## config.mk

```make
export PLATFORM = sky130hd
export DESIGN_NAME = gpfa_mul
export DESIGN_NICKNAME = d
export VERILOG_FILES = /design/src/hdl/gpfa_pkg.sv /design/src/hdl/gpfa_mul.sv
export SDC_FILE = /design/constraint.sdc
export NUM_CORES = 2
export LEC_CHECK = 0
export CAP_MARGIN = 0
export CORE_MARGIN = 4
export CORE_UTILIZATION = 50
export CTS_BUF_LIST = sky130_fd_sc_hd__clkbuf_16
export CTS_CLUSTER_SIZE = 40
export DETAILED_ROUTE_END_ITERATION = 10
export DONT_BUFFER_PORTS = 1
export GPL_ROUTABILITY_DRIVEN = 0
export PLACE_DENSITY_LB_ADDON = 0.2
export SETUP_SLACK_MARGIN = 0.4
export SYNTH_ARGS = -nofsm -noshare
export SYNTH_HDL_FRONTEND = slang
export SYNTH_SLANG_ARGS = --single-unit
```

## constraint.sdc

```tcl
create_clock -name clk -period 16.6 [get_ports clk]
set_input_delay 1.66 -clock clk [delete_from_list [all_inputs] [get_ports clk]]
set_output_delay 1.66 -clock clk [all_outputs]
set_load 0.03 [all_outputs]
```

## src/hdl/gpfa_pkg.sv

```systemverilog
// ---------------------------------------------------------------------------
// gpfa_pkg
// Shared types and constants for the gravity pair force accumulator.
// ---------------------------------------------------------------------------
package gpfa_pkg;

    localparam int COORD_BITS_DEFAULT = 32;
    localparam int FRAC_BITS_DEFAULT  = 40;

    localparam logic [63:0] FORCE_MAX = 64'h7FFF_FFFF_FFFF_FFFF;
    localparam logic [63:0] FORCE_MIN = 64'h8000_0000_0000_0000;

    // one pair item
    typedef struct packed {
        logic [31:0] target_x;
        logic [31:0] target_y;
        logic [31:0] target_z;
        logic [31:0] target_mass;
        logic [31:0] source_x;
        logic [31:0] source_y;
        logic [31:0] source_z;
        logic [31:0] source_mass;
        logic        first_of_target;
        logic        last_of_target;
    } pair_item_t;

    // one force result item
    typedef struct packed {
        logic signed [63:0] force_x;
        logic signed [63:0] force_y;
        logic signed [63:0] force_z;
    } force_item_t;

endpackage

```

## src/hdl/gpfa_mul.sv

```systemverilog
// ---------------------------------------------------------------------------
// gpfa_mul
// Shared 32x32 unsigned multiplier with a registered 64-bit product.
// ---------------------------------------------------------------------------
module gpfa_mul
    import gpfa_pkg::*;
(
    input  logic        clk,
    input  logic [31:0] op_a,
    input  logic [31:0] op_b,
    output logic [63:0] prod
);

    logic [63:0] prod_reg;

    // product is valid the cycle after the operands
    always_ff @(posedge clk)
    begin
        prod_reg <= 64'(op_a) * 64'(op_b);
    end

    assign prod = prod_reg;

endmodule

```

# ---- Word level (Yosys, flattened, before mapping)
# Cells that the tools add are included.
dict set report op_classes {
  mul 1
}
# operator count
set ops {}
lappend ops {{$mul 32x32->64} 1}
dict set report totals {
  out_inout_bits 64
  elab_cells 2
  regBits 64
  in_bits 65
}

# ---- Logic depth before layout (Yosys ltp)
dict set report depth {
  word_depth 1
  ltp_mapped 29
  mapped_depth_nobuf 27
}

# ---- Least setup slack after synthesis
# OpenSTA, ideal clock, no wires.
dict set report synth_timing {
  kind {input port to flip-flop}
  start {input op_a[25]}
  end {register prod_reg[62], in the netlist prod[62]}
  path_buffers 2
  cell_stages 25
  path_slack_ns 8.187
  required_time_ns 16.528
  arrival_ns 8.341
  cell_sequence {clkbuf_1 > nand2_1 > fa_1 > inv_1 > fa_1 > inv_1 > fa_1 > inv_1 > fa_1 > fa_1 > fa_1 > fa_1 > inv_1 > fa_1 > inv_1 > ha_1 > buf_2 > nand4_1 > or4_1 > or3_1 > a31oi_1 > a31o_2 > a211oi_1 > o21ai_1 > xor2_1}
}
dict set report synth_between {
  elab_chain_cells 1
}
# element line_no
set synth_rtl {}
lappend synth_rtl {{start: declaration} gpfa_mul.sv:9} ;# input logic [31:0] op_a,
lappend synth_rtl {{$mul 32x32->64} gpfa_mul.sv:19} ;# prod_reg <= 64'(op_a) * 64'(op_b);
lappend synth_rtl {{end signal: assignment} gpfa_mul.sv:19}
lappend synth_rtl {{end: declaration} gpfa_mul.sv:14} ;# logic [63:0] prod_reg;
# No other way between the ends.

# ---- Final worst setup path
dict set report layout_timing {
  start {input op_b[17]}
  end {register prod_reg[62], in the netlist prod[62]}
}
dict set report layout_between {
  elab_chain_cells 1
}
# element line_no
set layout_rtl {}
lappend layout_rtl {{start: declaration} gpfa_mul.sv:10} ;# input logic [31:0] op_b,
lappend layout_rtl {{$mul 32x32->64} gpfa_mul.sv:19}
# No other way between the ends.

==> results by group <==
Yosys
  – Yosys Warn Count: 0
  – Synth cell types: 57
  – Async S/R FF share, synth: 0%
  – Yosys top cell by area: fa_1
  – Top cells by area, synth: fa_1 52%, and2_1 11%, ha_1 9.5%, inv_1 9.4%, nand2_1 5.2%
  – Commonest cells in the netlist: 896 x fa_1, 865 x inv_1, 602 x and2_1, 480 x nand2_1, 263 x ha_1
  – Post-Syn Instances: 3748
  – Mean post-synth cell area: 9.25 µm²
  – Syn nets: 4972
  – Cell area after synthesis: 34700 µm²
  – Synth Register Bits: 64
  – Number of enable flip-flop cells after synthesis: 0
  – Top FF cell, synth: dfxtp_1
  – Cell with the most instances after synthesis: fa_1
  – Seq/Total Area, Yosys: 3.69%
  – Synth top area share: 51.7%

Route
  – WL final: 93.1 mm
  – WL per Instance: 20.8 µm
  – DRT Pass-1 Iters: 5
  – Starting DRT DRC Count: 1219
  – Vias per inst: 5.34
  – Via Count: 23900
  – Remaining DRCs: 0
  – Post-DRT Antenna Nets: 0

Outcome
  – Status: completed

STA
  – Setup_tns: 0 ns
  – Final Slew Violations: 0
  – Fin Hold WS: 1.46 ns
  – Period utilization: 51.9%
  – Final WS setup: 7.99 ns
  – Slew @ Worst Pin: 0.756 ns
  – RSZ-0062 raised after global routing: false
  – Endpoints failing setup: 0
  – Final hold violation count: 0
  – Minimum clock period after layout: 8.61 ns
  – Achievable Freq: 116 MHz
  – Max-slew headroom: 49.2%

Clock network
  – CTS tree: done
  – CTS H-tree depth: 3
  – Worst-path clk slew: 0.06 ns
  – Post-CTS resize count: 0
  – Clk buf depth: 2
  – Setup bufs post-CTS: 0
  – Total CTS buffers: 9
  – CTS root buf: clkbuf_16
  – Clk sink count: 64
  – Cts-stage hold buffer count: 0

Worst setup path
  – Buffers and inverters on the worst path: 4
  – CP Class: primary input to flip-flop
  – CP endpoint kind: flip-flop
  – Worst Path Arrival: 8.88 ns
  – Max stage delay on crit path: 0.60 ns
  – CP required: 16.87 ns
  – Worst setup SP type: primary input
  – Most used cell, CP: fa_1
  – Worst path slowest cell: fa_1
  – Cell family with most CP delay: adder cells
  – CP cell instances: and2_1 > fa_1 > inv_1 > fa_1 > inv_1 > fa_1 > fa_1 > fa_1 > fa_1 > fa_1 > inv_1 > fa_1 > inv_1 > ha_1 > nand4_1 > or4_1 > or3_1 > a31oi_1 > a31o_2 > a211oi_1 > o21ai_1 > xor2_1
  – Critical Path Fanout Max: 32

Finish
  – Area delta synth->final: 1.77%
  – N_diodes: 0
  – Layout cells sized above 1: 0.931%
  – Fin util: 51.4%
  – Multi-input gate area: 29300 µm²
  – Register Area: 1280 µm²
  – NumNets Final: 4763
  – Layout fillers: 6580
  – Largest register FFs: 64

GRT
  – GRT Total Usage: 26.3%
  – Antenna violations before repair: 2
  – Largest net degree at the start of global routing: 33
  – Aggregate global routing overflow: 0
  – First-pass GRT wire length: 150 mm
  – Vias in the first global route: 27000

Die
  – Row cnt: 96
  – Top Ports: 129
  – Total core area: 68700 µm²
  – Die area: 73600 µm²
  – Die Span Y: 271 µm
  – Die width: 271 µm
  – Initial cell density of the core: 50.5%

Run
  – Max_cap viols: 0

Place
  – Pre-CTS setup slack: 7.70 ns
  – DP HPWL: 73.6 mm
  – Input/output buffers: 0

Worst hold path
  – Worst min path class: primary input to flip-flop
per-layer routing:
layer  vias up  wire length (µm)  track usage [%]
li1      10400                 -                -
met4         0              4930             11.2
met3       211              4250             3.07
met5         -                 0                0
met1     12600             34500             31.2
met2       644             49400             48.4
kinds of logic (layout without fill, tap and decap cells):
logic type / after synthesis / after routing / synth area share [%]
and+or+nand+nor: 1177 / 1177 / 17.6
adders and majority gates: 1159 / 1159 / 61.2
buffers and inverters: 1085 / 881 / 11.8
AOI/OAI and AO/OA: 202 / 202 / 4.15
DFF: 64 / 64 / 3.69
xor gates and xnor gates: 60 / 60 / 1.52
muxes: 1 / 1 / 0.0289
layout make-up:
cell class | instances | share of cell area, %
Clock buffer | 9 | 0.638
Clock inverter | 7 | 0.160
Inverter | 865 | 9.20
Multi-Input combinational cell | 2599 | 83.1
Sequential cell | 64 | 3.63
Tap cell | 931 | 3.30
cells in the final DEF, fill, tap and decap left out, drive strengths merged, types with 3 or more instances in the layout:
master / instances
and2: 602
dfxtp: 64
nand4: 23
a221o: 4
fa: 896
clkinvlp: 3
xnor2: 35
nor2: 20
inv: 867
nor3: 7
and4: 3
ha: 263
or3: 3
a31oi: 12
a211oi: 3
or4: 3
o21bai: 11
a21o: 40
nand2: 480
o31ai: 5
and3: 14
a221oi: 4
o221ai: 3
o21a: 9
a21oi: 66
a21boi: 3
nand3: 10
o21ai: 26
xor2: 25
clkbuf: 9
or2: 3
path summary, 6_finish.rpt:
check / startpoint / endpoint / slack (ns) / cells after the start
setup / recovery: op_b[17] / prod[62]$_DFF_P_ / 7.99 / 22
hold / removal: op_b[0] / prod[0]$_DFF_P_ / 1.46 / 1
per-stage QoR:
step | instance area, µm² | cells
3_3_place_gp | 35000 | 4459
6_report | 35300 | 4475
4_1_cts | 35300 | 4475
5_1_grt | 35300 | 4475
3_5_place_dp | 35000 | 4459
2_1_floorplan | 34700 | 3748
Power is left out: the tool's default activity adds up to more than one toggle a clock period on the data nets, which glitch-free logic cannot reach.
