==> src/hdl/gpfa_pkg.sv <==
// ---------------------------------------------------------------------------
// gpfa_pkg
// Shared types and constants for the gravity pair force accumulator.
// ---------------------------------------------------------------------------
package gpfa_pkg;

    localparam int COORD_BITS_DEFAULT = 32;
    localparam int FRAC_BITS_DEFAULT  = 40;

    localparam logic [63:0] FORCE_MAX = 64'h7FFF_FFFF_FFFF_FFFF;
    localparam logic [63:0] FORCE_MIN = 64'h8000_0000_0000_0000;

    // one pair item
    typedef struct packed {
        logic [31:0] target_x;
        logic [31:0] target_y;
        logic [31:0] target_z;
        logic [31:0] target_mass;
        logic [31:0] source_x;
        logic [31:0] source_y;
        logic [31:0] source_z;
        logic [31:0] source_mass;
        logic        first_of_target;
        logic        last_of_target;
    } pair_item_t;

    // one force result item
    typedef struct packed {
        logic signed [63:0] force_x;
        logic signed [63:0] force_y;
        logic signed [63:0] force_z;
    } force_item_t;

endpackage

==> src/hdl/gpfa_div.sv <==
// ---------------------------------------------------------------------------
// gpfa_div
// Restoring bit-serial divider: 96-bit numerator over a 64-bit divisor,
// one quotient bit per cycle, saturating to the signed 64-bit maximum.
// ---------------------------------------------------------------------------
module gpfa_div
    import gpfa_pkg::*;
(
    input  logic        clk,
    input  logic        rst_n,
    input  logic        start,
    input  logic [95:0] num,
    input  logic [63:0] den,
    input  logic [7:0]  count,
    output logic        busy,
    output logic [63:0] quot
);

    logic        busy_reg;
    logic [95:0] num_reg;
    logic [63:0] den_reg;
    logic [63:0] rem_reg;
    logic [63:0] q_reg;
    logic [7:0]  cnt_reg;
    logic [63:0] rem_sh;
    logic        ge;

    // shift in the next numerator bit (zeros past the binary point)
    assign rem_sh = {rem_reg[62:0], num_reg[95]};
    assign ge     = rem_reg[63] | (rem_sh >= den_reg);

    always_ff @(posedge clk or negedge rst_n)
    begin
        if (!rst_n)
        begin
            busy_reg <= 1'b0;
            num_reg  <= '0;
            den_reg  <= '0;
            rem_reg  <= '0;
            q_reg    <= '0;
            cnt_reg  <= '0;
        end
        else if (start)
        begin
            busy_reg <= 1'b1;
            num_reg  <= num;
            den_reg  <= den;
            rem_reg  <= '0;
            q_reg    <= '0;
            cnt_reg  <= count;
        end
        else if (busy_reg)
        begin
            if (q_reg[63] | q_reg[62])
            begin
                // quotient would overflow: clamp and stop
                q_reg    <= FORCE_MAX;
                busy_reg <= 1'b0;
            end
            else
            begin
                rem_reg <= ge ? (rem_sh - den_reg) : rem_sh;
                q_reg   <= {q_reg[62:0], ge};
                num_reg <= {num_reg[94:0], 1'b0};
                cnt_reg <= cnt_reg - 8'd1;
                if (cnt_reg == 8'd1)
                begin
                    busy_reg <= 1'b0;
                end
            end
        end
    end

    assign busy = busy_reg;
    assign quot = q_reg;

endmodule

==> config.mk <==
export PLATFORM = sky130hd
export DESIGN_NAME = gpfa_div
export DESIGN_NICKNAME = d
export VERILOG_FILES = /design/src/hdl/gpfa_pkg.sv /design/src/hdl/gpfa_div.sv
export SDC_FILE = /design/constraint.sdc
export NUM_CORES = 1
export LEC_CHECK = 0
export ABC_AREA = 1
export BUFFER_PORTS_ARGS = -buffer_cell sky130_fd_sc_hd__buf_4
export CAP_MARGIN = 40
export CORE_UTILIZATION = 60
export CTS_BUF_LIST = sky130_fd_sc_hd__clkbuf_8
export CTS_CLUSTER_DIAMETER = 50
export CTS_CLUSTER_SIZE = 20
export DETAILED_ROUTE_END_ITERATION = 7
export GPL_TIMING_DRIVEN = 0
export PLACE_DENSITY = 0.91
export RECOVER_POWER = 100
export SLEW_MARGIN = 20
export SYNTH_ARGS = -nofsm -noshare
export SYNTH_HDL_FRONTEND = slang
export SYNTH_SLANG_ARGS = --single-unit
==> constraint.sdc <==
create_clock -name clk -period 3.4 [get_ports clk]
set_clock_uncertainty 0.2 [all_clocks]
set_input_delay 0.17 -clock clk [delete_from_list [all_inputs] [get_ports clk]]
set_output_delay 0.17 -clock clk [all_outputs]
set_load 0.02 [all_outputs]
# After elaboration in Yosys (flattened, before gate mapping)
# Index checks and enable logic that the tools add are counted.
dict set report totals {
  input_bits 171
  wordCells 32
  reg_bits 297
}
dict set report classes {
  reduce_logical 2
  n_mux 17
  n_eq_ne 2
  bitwise_logic 2
  magnitude_cmp 1
  n_addsub 2
}
# operator count
set op_table {}
lappend op_table {{64-bit 2-to-1 mux} 7}
lappend op_table {{96-bit 2-to-1 mux} 3}
lappend op_table {{64-bit greater-or-equal comparator} 1}
lappend op_table {{64-bit subtractor} 1}
lappend op_table {{8-bit 2-to-1 mux} 3}
lappend op_table {{8-bit by 1-bit equality test with 1-bit output, second input constant} 1}
lappend op_table {{8-bit by 1-bit subtractor with 8-bit output, second input constant} 1}
lappend op_table {{1-bit 2-to-1 mux} 4}
lappend op_table {{2-bit != test, second input constant} 1}
lappend op_table {{1-bit bitwise OR} 2}
lappend op_table {{2-bit AND reduction} 1}
lappend op_table {{2-bit nonzero test} 1}

# Longest topological paths before layout
dict set report depth {
  ltp_word 6
  mapped_depth 19
  depth_no_buf 18
}

# Worst setup path before layout
# No wires, ideal clock.
dict set report synth_path {
  path_type {reg-to-reg}
  startpoint {register num_reg[95]}
  endpoint {register rem_reg[16]}
  path_slack_ps 859
  arrival_ps 2216
  stages_incl_launch_ff 19
  n_path_buf 2
  path_cell_list {dfrtp_1 -> inv_1 -> ha_1 -> inv_1 -> fa_1 -> nand3_1 -> nand3_2 -> nand2_1 -> nand2_2 -> nand2_1 -> nand2_2 -> nand2_2 -> nand3_2 -> nand2_4 -> buf_6 -> buf_6 -> nand3_1 -> nand3_1 -> o21ai_2}
}
dict set report synth_via {
  elab_chain_len 6
  word_cells_on_any_way 7
}
# element line_no
set synth_rtl {}
lappend synth_rtl {{from (decl)} gpfa_div.sv:20} ;# logic [95:0] num_reg;
lappend synth_rtl {{from (signal assigned)} gpfa_div.sv:46} ;# num_reg <= num;
lappend synth_rtl {{from (signal assigned)} gpfa_div.sv:64} ;# num_reg <= {num_reg[94:0], 1'b0};
lappend synth_rtl {{64-bit greater-or-equal comparator} gpfa_div.sv:30} ;# assign ge = rem_reg[63] | (rem_sh >= den_reg);
lappend synth_rtl {{1-bit bitwise OR} gpfa_div.sv:30}
lappend synth_rtl {{64-bit 2-to-1 mux (*)} gpfa_div.sv:62} ;# rem_reg <= ge ? (rem_sh - den_reg) : rem_sh;
lappend synth_rtl {{64-bit 2-to-1 mux (*)} gpfa_div.sv:54} ;# if (q_reg[63] | q_reg[62])
lappend synth_rtl {{64-bit 2-to-1 mux (*)} gpfa_div.sv:52} ;# else if (busy_reg)
lappend synth_rtl {{64-bit 2-to-1 mux (*)} gpfa_div.sv:43} ;# else if (start)
lappend synth_rtl {{to (signal assigned)} gpfa_div.sv:62}
lappend synth_rtl {{to (decl)} gpfa_div.sv:22} ;# logic [63:0] rem_reg;
# Mark *: on every way between the ends. The rest lies on a longest branch, timed or not. The select of a mux whose other input is x is not followed.
# A chain may end at the register's enable or synchronous reset.

# Final worst setup path
dict set report layout_path {
  startpoint {register busy_reg (netlist: busy)}
  endpoint {register num_reg[9]}
}
dict set report layout_via {
  elab_chain_len 2
}
# element line_no
set layout_rtl {}
lappend layout_rtl {{from (decl)} gpfa_div.sv:19} ;# logic busy_reg;
lappend layout_rtl {{from (signal assigned)} gpfa_div.sv:36} ;# busy_reg <= 1'b0;
lappend layout_rtl {{from (signal assigned)} gpfa_div.sv:45} ;# busy_reg <= 1'b1;
lappend layout_rtl {{from (signal assigned)} gpfa_div.sv:58} ;# busy_reg <= 1'b0;
lappend layout_rtl {{2-bit nonzero test (no line)} --}
lappend layout_rtl {{2-bit AND reduction (no line)} --}
# Every way passes these cells.

==> results_dict.tcl <==
set metrics [dict create \
    status "finished, violations left" \
    pre_cts_slack_ns 0.296 \
    grt_overflow 0 \
    diodes 0 \
    drive_above_1_share 0.0873 \
    grt_usage 0.459 \
    grt_pass1_wl_microns 117000 \
    reg2reg_to "num_reg[9]$_DFFE_PN0P_" \
    postCtsSetupBuffers 0 \
    power_density_nw_per_um2 330 \
    ir_worst_vdd_mv 0.354 \
    slew_headroom -0.452 \
    htree_num_levels 1 \
    nFillCells 2188 \
    rsz0062_at_grt "false" \
    dp_hpwl_microns 49100 \
    first_pass_iters 8 \
    grt_pass1_vias 22002 \
    power_frac_comb 0.193 \
    grt_max_degree 101 \
    drt_wl_total_microns 76200 \
    dr.first_iter.drc_count 2844 \
    clock-sinks 297 \
    slowest_stage "clkbuf_1" \
    die_w_microns 181 \
    maxCapViolCount 1 \
    path_clk_slew_ns 0.12 \
    path_depth 9 \
    cts_tree "built" \
    seqPwrFrac 0.484 \
    ios 236 \
    synthesis.nets 3127 \
    leakage_nw 13.2 \
    crit_path_end_kind "flip-flop" \
    slowest_delay_ns 0.73 \
    area_growth_pct 24.2 \
    async_flop_share 1.00 \
    synth_top_area_cell "dfrtp_1" \
    switching_power_mw 2.60 \
    synth_cells 2889 \
    drt_drc_violations_left 16 \
    wire_per_inst_microns 20.1 \
    max_freq_ghz 0.285 \
    startpoint "busy$_DFF_PN0_" \
    violations "DRC, capacitance limit, slew limit, setup timing" \
    worst_setup_path_start_kind "flip-flop" \
    synth_flop_cell "dfrtp_1" \
    fin_crit_sh 1.03 \
    synthTopCellsByCount "nand2_1 (1011), inv_1 (523), dfrtp_1 (297), nand3_1 (228), o21ai_0 (190)" \
    pwr-share-clk 0.323 \
    stdcell_count 3783 \
    antenna_found_initial 1 \
    rows 65 \
    whs_path_depth 4 \
    final_nets 3597 \
    p_sw_frac 0.327 \
    synth.distinct_cells 42 \
    finalMaxSlewViolations 95 \
    r2r-start "busy$_DFF_PN0_" \
    synth.most_common_cell "nand2_1" \
    start_util 0.611 \
    crit_type "flip-flop to flip-flop" \
    ys_warn_count 0 \
    synth_seq_cells 297 \
    die_h_microns 181 \
    ys_seq_area_frac 0.385 \
    cp.arrival_ns 3.89 \
    crit_buf_inv 5 \
    dieArea_sq_um 32900 \
    routed-via-count 22298 \
    final_core_util 0.759 \
    cp_cell_sequence "inv_2 > nor2_1 > buf_2 > inv_1 > nor2_1 > buf_2 > clkbuf_1 > nand2_1 > o211ai_1" \
    largest_reg_flops 96 \
    required_ns 3.77 \
    setup_slack_ns -0.111 \
    avgSynthCellArea_sq_um 6.69 \
    synth_area_sq_um 19300 \
    hold_ws_ns 0.0869 \
    port_buffers 235 \
    path_delay_family "buffers and inverters" \
    viasPerCell 5.89 \
    cts_buffers 29 \
    rr_worst_depth 9 \
    fin_tns_setup_ns -0.398 \
    clkLatencyLatePin_ns 0.64 \
    clock_path_buffers 3 \
    coreArea_sq_um 31600 \
    hold_viol 0 \
    setup_viol 6 \
    dp_cells 3530 \
    crit_end "num_reg[9]$_DFFE_PN0P_" \
    antenna_left 0 \
    p_int_mw 5.33 \
    cts-root-buf "clkbuf_8" \
    min_path_type "input port to flip-flop" \
    synth-edff-count 0 \
    tightest_slew_ns 2.18 \
    path_max_fanout 10 \
    rrSetupSlack_ns -0.11 \
    min_period_ns 3.51 \
    gp_congestion 1.02 \
    synthTopCellsByArea "dfrtp_1 (38%), nand2_1 (20%), inv_1 (10%)" \
    synth_top_area_frac 0.385 \
]
==> how the worst min path moves through the flow <==
stage / end / slack (ns) / from
floorplan: busy$_DFF_PN0_ / -0.33 / rst_n
global placement: den_reg[42]$_DFFE_PN0P_ / 0.18 / den[42]
detailed placement: rem_reg[15]$_DFFE_PN0P_ / -0.21 / rst_n
CTS: den_reg[16]$_DFFE_PN0P_ / 0.002 / start
global route: den_reg[44]$_DFFE_PN0P_ / 0.1 / den[44]
finish: den_reg[34]$_DFFE_PN0P_ / 0.09 / den[34]
==> final cells by class <==
| cell class | count | area [sq um] | share of cell area |
|---|---|---|---|
| multi-input cells | 1952 | 9350 | 0.390 |
| flip-flops and latches | 297 | 7430 | 0.310 |
| repair buffers | 439 | 3550 | 0.148 |
| inverters | 531 | 1990 | 0.0831 |
| plain buffers | 109 | 522 | 0.0217 |
| well taps | 402 | 503 | 0.0210 |
| clock buffers | 31 | 427 | 0.0178 |
| clock inverters | 22 | 224 | 0.00933 |
==> stage by stage <==
step                area (sq um)  power [mW]
floorplan                  19300        4.56
global placement           21600        5.01
detailed placement         21700        5.07
CTS                        24300        7.69
global route               24000        8.12
finish                     24000        7.93
==> cell families after synthesis <==
| kind of cell | count (synthesis) | synth area share |
|---|---|---|
| adder cells (fa/ha/maj) | 67 | 0.0438 |
| flip-flops | 297 | 0.385 |
| XOR/XNOR | 33 | 0.0150 |
| AND/OR/NAND/NOR | 1515 | 0.327 |
| buffers and inverters | 640 | 0.130 |
| AO/OA/AOI/OAI | 337 | 0.0997 |
==> layout by cell type (no fill, tap or decap), types with 5 or more instances in the layout <==
cell type,instances
a22oi_1,15
inv_2,7
dlygate4sd3_1,199
inv_8,6
nand3b_1,27
nand4_1,17
o211ai_1,25
buf_2,15
a31oi_1,13
clkinv_4,6
nor3_1,11
o21ai_0,197
inv_1,523
nor2_1,180
clkbuf_1,142
nand3_2,6
buf_1,5
nand2_2,9
a21oi_1,49
nand2_1,1011
ha_1,66
clkbuf_8,31
dfrtp_1,297
xnor2_1,29
buf_4,170
o221ai_1,27
buf_6,9
nor2_2,11
nand3_1,231
==> power groups by stage <==
stage	Clock, mW	Combinational, mW	Sequential, mW
2_1_floorplan	0	0.712	3.84
3_3_place_gp	0	1.15	3.86
3_5_place_dp	0	1.21	3.87
4_1_cts	2.48	1.42	3.80
5_1_grt	2.64	1.64	3.84
6_report	2.56	1.53	3.83
==> metal layers <==
| metal | vias up | GRT usage | share of wire |
|---|---|---|---|
| met2 | 1793 | 0.756 | 0.45 |
| li1 | 9882 | - | - |
| met1 | 10071 | 0.531 | 0.35 |
| met4 | 2 | 0.298 | 0.083 |
| met3 | 550 | 0.119 | 0.11 |
| met5 | - | 0 | 0.00017 |
==> tightest hold or removal path, delay by kind of cell <==
| family | cells | cell delay, ns |
|---|---|---|
| buffers and inverters | 2 | 0.62 |
| AO/OA/AOI/OAI | 1 | 0.06 |
| AND/OR/NAND/NOR | 1 | 0.04 |
==> repair_timing <==
action                                  in CTS  in global routing
hold buffers                               199                  0
endpoints found under the setup margin       0                  5
resized for setup                            0                  2
endpoints found under the hold margin      451                  0
Power figures use the tool's default switching activity.
